## config.mk

```make
export PLATFORM = sky130hd
export DESIGN_NAME = plu_norm
export DESIGN_NICKNAME = d
export VERILOG_FILES = /design/src/plu_pkg.sv /design/src/plu_norm.sv
export SDC_FILE = /design/constraint.sdc
export NUM_CORES = 2
export LEC_CHECK = 0
export ABC_AREA = 1
export BUFFER_PORTS_ARGS = -buffer_cell sky130_fd_sc_hd__buf_2
export CAP_MARGIN = 25
export CORE_ASPECT_RATIO = 0.75
export CORE_MARGIN = 2
export CORE_UTILIZATION = 50
export CTS_BUF_LIST = sky130_fd_sc_hd__clkbuf_2
export CTS_CLUSTER_DIAMETER = 50
export DETAILED_ROUTE_END_ITERATION = 7
export PLACE_DENSITY = 0.68
export SYNTH_ARGS = -nofsm -noshare
export SYNTH_HDL_FRONTEND = slang
export SYNTH_SLANG_ARGS = --single-unit
```

## constraint.sdc

```tcl
create_clock -name aclk -period 9.8 [get_ports aclk]
set_input_delay 0.98 -clock aclk [delete_from_list [all_inputs] [get_ports aclk]]
set_output_delay 0.98 -clock aclk [all_outputs]
set_load 0.01 [all_outputs]
```

## src/plu_pkg.sv

```systemverilog
// Package: shared types, register indexes and Q4.28 fixed-point helpers.
package plu_pkg;

    localparam int UNDISTORT_ITERATIONS = 8;

    localparam int CFG_INDEX_WIDTH = 4;
    localparam logic [CFG_INDEX_WIDTH-1:0] REG_INVERSE_FOCAL_X   = 4'd0;
    localparam logic [CFG_INDEX_WIDTH-1:0] REG_OFFSET_X          = 4'd1;
    localparam logic [CFG_INDEX_WIDTH-1:0] REG_INVERSE_FOCAL_Y   = 4'd2;
    localparam logic [CFG_INDEX_WIDTH-1:0] REG_OFFSET_Y          = 4'd3;
    localparam logic [CFG_INDEX_WIDTH-1:0] REG_RADIAL_FIRST      = 4'd4;
    localparam logic [CFG_INDEX_WIDTH-1:0] REG_RADIAL_SECOND     = 4'd5;
    localparam logic [CFG_INDEX_WIDTH-1:0] REG_TANGENTIAL_FIRST  = 4'd6;
    localparam logic [CFG_INDEX_WIDTH-1:0] REG_TANGENTIAL_SECOND = 4'd7;

    typedef logic signed [31:0] q_t;

    // Point in flight: normalized point and current estimate.
    typedef struct packed {
        q_t xd;
        q_t yd;
        q_t xu;
        q_t yu;
    } pt_t;

    typedef struct packed {
        q_t k1;
        q_t k2;
        q_t p1;
        q_t p2;
    } coef_t;

    function automatic q_t sat32(input logic signed [63:0] v);
        q_t r;
        if (v > 64'sd2147483647) begin
            r = 32'sh7fffffff;
        end else if (v < -64'sd2147483648) begin
            r = 32'sh80000000;
        end else begin
            r = v[31:0];
        end
        return r;
    endfunction

    // Q4.28 product, round half up, saturated.
    function automatic q_t qmul(input q_t a, input q_t b);
        logic signed [63:0] p;
        p = a * b;
        p = p + 64'sd134217728;
        return sat32(p >>> 28);
    endfunction

endpackage

```

## src/plu_norm.sv

```systemverilog
// Normalization stage: pixel times inverse focal plus offset, one register stage.
module plu_norm (
    input  logic               aclk,
    input  logic               aresetn,
    input  logic               in_valid,
    output logic               in_ready,
    input  logic [15:0]        pix_x,
    input  logic [15:0]        pix_y,
    input  logic [31:0]        inv_x,
    input  logic [31:0]        inv_y,
    input  plu_pkg::q_t        off_x,
    input  plu_pkg::q_t        off_y,
    output logic               out_valid,
    input  logic               out_ready,
    output plu_pkg::pt_t       out_data
);

    logic         valid_reg;
    plu_pkg::pt_t data_reg;
    plu_pkg::pt_t data_next;
    logic         en;

    logic [47:0]  prod_x;
    logic [47:0]  prod_y;
    logic [39:0]  q_x;
    logic [39:0]  q_y;
    plu_pkg::q_t  d_x;
    plu_pkg::q_t  d_y;

    assign en = !valid_reg || out_ready;
    assign in_ready = en;

    always_comb begin
        prod_x = 48'(pix_x) * 48'(inv_x);
        prod_y = 48'(pix_y) * 48'(inv_y);
        q_x = 40'((prod_x + 48'd128) >> 8);
        q_y = 40'((prod_y + 48'd128) >> 8);
        d_x = plu_pkg::sat32($signed({24'd0, q_x}) + 64'(off_x));
        d_y = plu_pkg::sat32($signed({24'd0, q_y}) + 64'(off_y));
        data_next.xd = d_x;
        data_next.yd = d_y;
        data_next.xu = d_x;
        data_next.yu = d_y;
    end

    always_ff @(posedge aclk) begin
        if (!aresetn) begin
            valid_reg <= 1'b0;
        end else if (en) begin
            valid_reg <= in_valid;
        end
    end

    always_ff @(posedge aclk) begin
        if (en && in_valid) begin
            data_reg <= data_next;
        end
    end

    assign out_valid = valid_reg;
    assign out_data  = data_reg;

endmodule

```

==> run metrics <==
status complete, no violations; clk_lat worst skew 0.68 ns; crit path DAT 9.59 ns; Synth cell types 50; Req. time, crit path 10.34 ns; hold crit path type in -> reg; DRC 0; CTS Hold Bufs 0; FF+latch count, synth 65; Synth Flop Type edfxtp_1; Filler cells 8766; Final GP Congestion 0.969; crit share post-route 0.923; Die Ht 261 um; post-route minimum period 9.05 ns; cell row count 94; Post-Synthesis Cells 6190; TNS Setup 0 ns; most used cell, CP nand2_1; startpoint types primary input; first-pass GRT wire length 211000 um; Syn Nets roughly 7600; Fin. Hold Viols 0; Setup-failing EPs final 0; DRT antenna net count 0; Layout Skew 0.0503 ns; RSZ-0062 raised after global routing no; main area contributors after synthesis fa_1 38%, inv_1 15%, nand2_1 15%, ha_1 11%, edfxtp_1 4.4%; final WL around 130000 um; max-cap violations 0; # IOs between 200 and 300; # resized after CTS 0; Max FO, Critical Path 31; Layout area overhead 4.39%; HPWL after DPL 111000 um; register area share after synthesis 0.0441; deepest clock path buffer count 2; largest net degree at the start of global routing 65; syn_area_per_cell 7.12 sq um; I/O Buffers just under 300; Setup Buffers After CTS 0; kind of critical path in -> reg; Slew HR 0.394; fin. max-slew vios 0; post-synth top area share 0.381; Mapped Area 44100 sq um; Total Routing Usage GR 0.298; clock root cell clkbuf_2; Synth Warn # 0; Die Width between 300 and 400 um; Starting Density 0.504; slowest library cell on the worst path fa_1; Clk pin slew, worst setup/hold paths 0.28 ns; initial antenna violation count 11; leading area contributor after synthesis fa_1; router iterations before antenna repair 6; GR Overflow Total 0; async set-reset flop share out of synthesis 0; Via density around 5.1; WL/cell 17.8 um; final hold slack 0.494 ns; Least-Margin Pin Slew 0.910 ns; core box area 87500 sq um; CP Capture Type flop; CTS HTree Levels 3; fraction of layout cells with a size suffix above 1 0.0701; die area 90600 sq um; Nets approximately 7600; Fmax 111 MHz; initial detailed-routing violation count 3329; crit-path max cell delay 0.54 ns; CTS Buf Count 9; Post-synth EDFFs between 60 and 70; CTS tree built; clock sinks 65; vias in the first global route 37700; DR vias between 30000 and 40000
state kept, by name, indices dropped and copies added (netlist names):
register   flops
out_valid      1
out_data      64
worst max-delay path, delay by kind of cell:
kind / cells / cell delay [ns]
and+or+nand+nor: 14 / 1.66
xor gates and xnor gates: 1 / 0.33
AOI/OAI and AO/OA: 7 / 1.67
buffers and inverters: 7 / 0.93
adders and majority gates: 8 / 3.95
worst paths after layout:
| kind | to | slack [ns] | cells past startpoint | start |
|---|---|---|---|---|
| max | out_data[49]$_SDFFCE_PN1P_ | 0.75 | 37 | pix_x[2] |
| min | out_valid$_SDFFE_PN0N_ | 0.49 | 2 | aresetn |
| max reg2reg | out_data[4]$_SDFFCE_PN1P_ | 8.08 | 2 | out_valid$_SDFFE_PN0N_ |
| min reg2reg | out_valid$_SDFFE_PN0N_ | 0.58 | 2 | out_valid$_SDFFE_PN0N_ |
cells by family (layout without fill, tap and decap cells):
group                      after synthesis  in the layout  share of synthesized area
xor gates and xnor gates               142            142                     0.0286
other                                    0              7                          0
DFF                                     65             65                     0.0441
adders and majority gates             1210           1210                      0.486
AOI/OAI and AO/OA                      386            386                     0.0479
buffers and inverters                 2107           2161                      0.187
and+or+nand+nor                       2280           2280                      0.206
synthesized netlist by cell type, types with 3 or more instances:
cell type and instances:
inv_1 1804, nand2_1 1803, fa_1 838, ha_1 372, nor2_1 263, clkbuf_1 221, a21oi_1 210, xor2_1 100
o21ai_0 88, nand3_1 81, buf_4 64, edfxtp_1 64, nand2_2 46, xnor2_1 41, a31oi_1 29, nor3_1 19
nand4_1 17, o21bai_1 14, o21a_1 12, a21o_1 10, buf_6 10, nor2_2 9, nand3_2 8, and2_1 5
and3_1 5, nand3b_1 5, nor4_1 5, o21ai_1 5, a211oi_1 4, inv_2 4, nand2_4 4, nor2_4 4
a21boi_0 3
cells in the final DEF, fill, tap and decap left out, types with 41 or more instances in the layout:
master,netlist,layout
xor2_1,100,100
nor2_1,263,263
nand3_1,81,81
edfxtp_1,64,64
ha_1,372,372
xnor2_1,41,41
fa_1,838,838
a21oi_1,210,209
nand2_1,1803,1803
o21ai_0,88,88
nand2_2,46,46
buf_4,64,41
inv_1,1804,1804
buf_2,0,293
cell type report:
class / instances / area [sq um] / area share
Antenna cell: 7 / 17.5 / 0.000381
Clock buffer: 9 / 45.0 / 0.000979
Clock inverter: 7 / 83.8 / 0.00182
Inverter: 1810 / 6790 / 0.148
Multi-Input combinational cell: 4018 / 33900 / 0.737
Sequential cell: 65 / 1940 / 0.0422
Tap cell: 1152 / 1440 / 0.0313
Timing Repair Buffer: 335 / 1790 / 0.0390
layer usage:
layer	part of all wire	global-route usage
met5	0.00021	0
met1	0.48	0.473
met2	0.39	0.417
met3	0.11	0.0718
met4	0.011	0.0377
per-stage QoR:
stage / area (sq um) / worst slack [ns] / instances / util
2_1_floorplan: 44100 / 1.65 / 6190 / -
4_1_cts: 46000 / 0.981 / 7396 / 0.526
3_5_place_dp: 45900 / 0.272 / 7380 / 0.524
6_report: 46000 / 0.753 / 7403 / 0.526
5_1_grt: 46000 / 0.360 / 7402 / 0.526
3_3_place_gp: 45900 / 0.150 / 7380 / 0.524
Power is not shown: default switching activity piles up to over one toggle a cycle in this logic, so the estimate is an artifact.
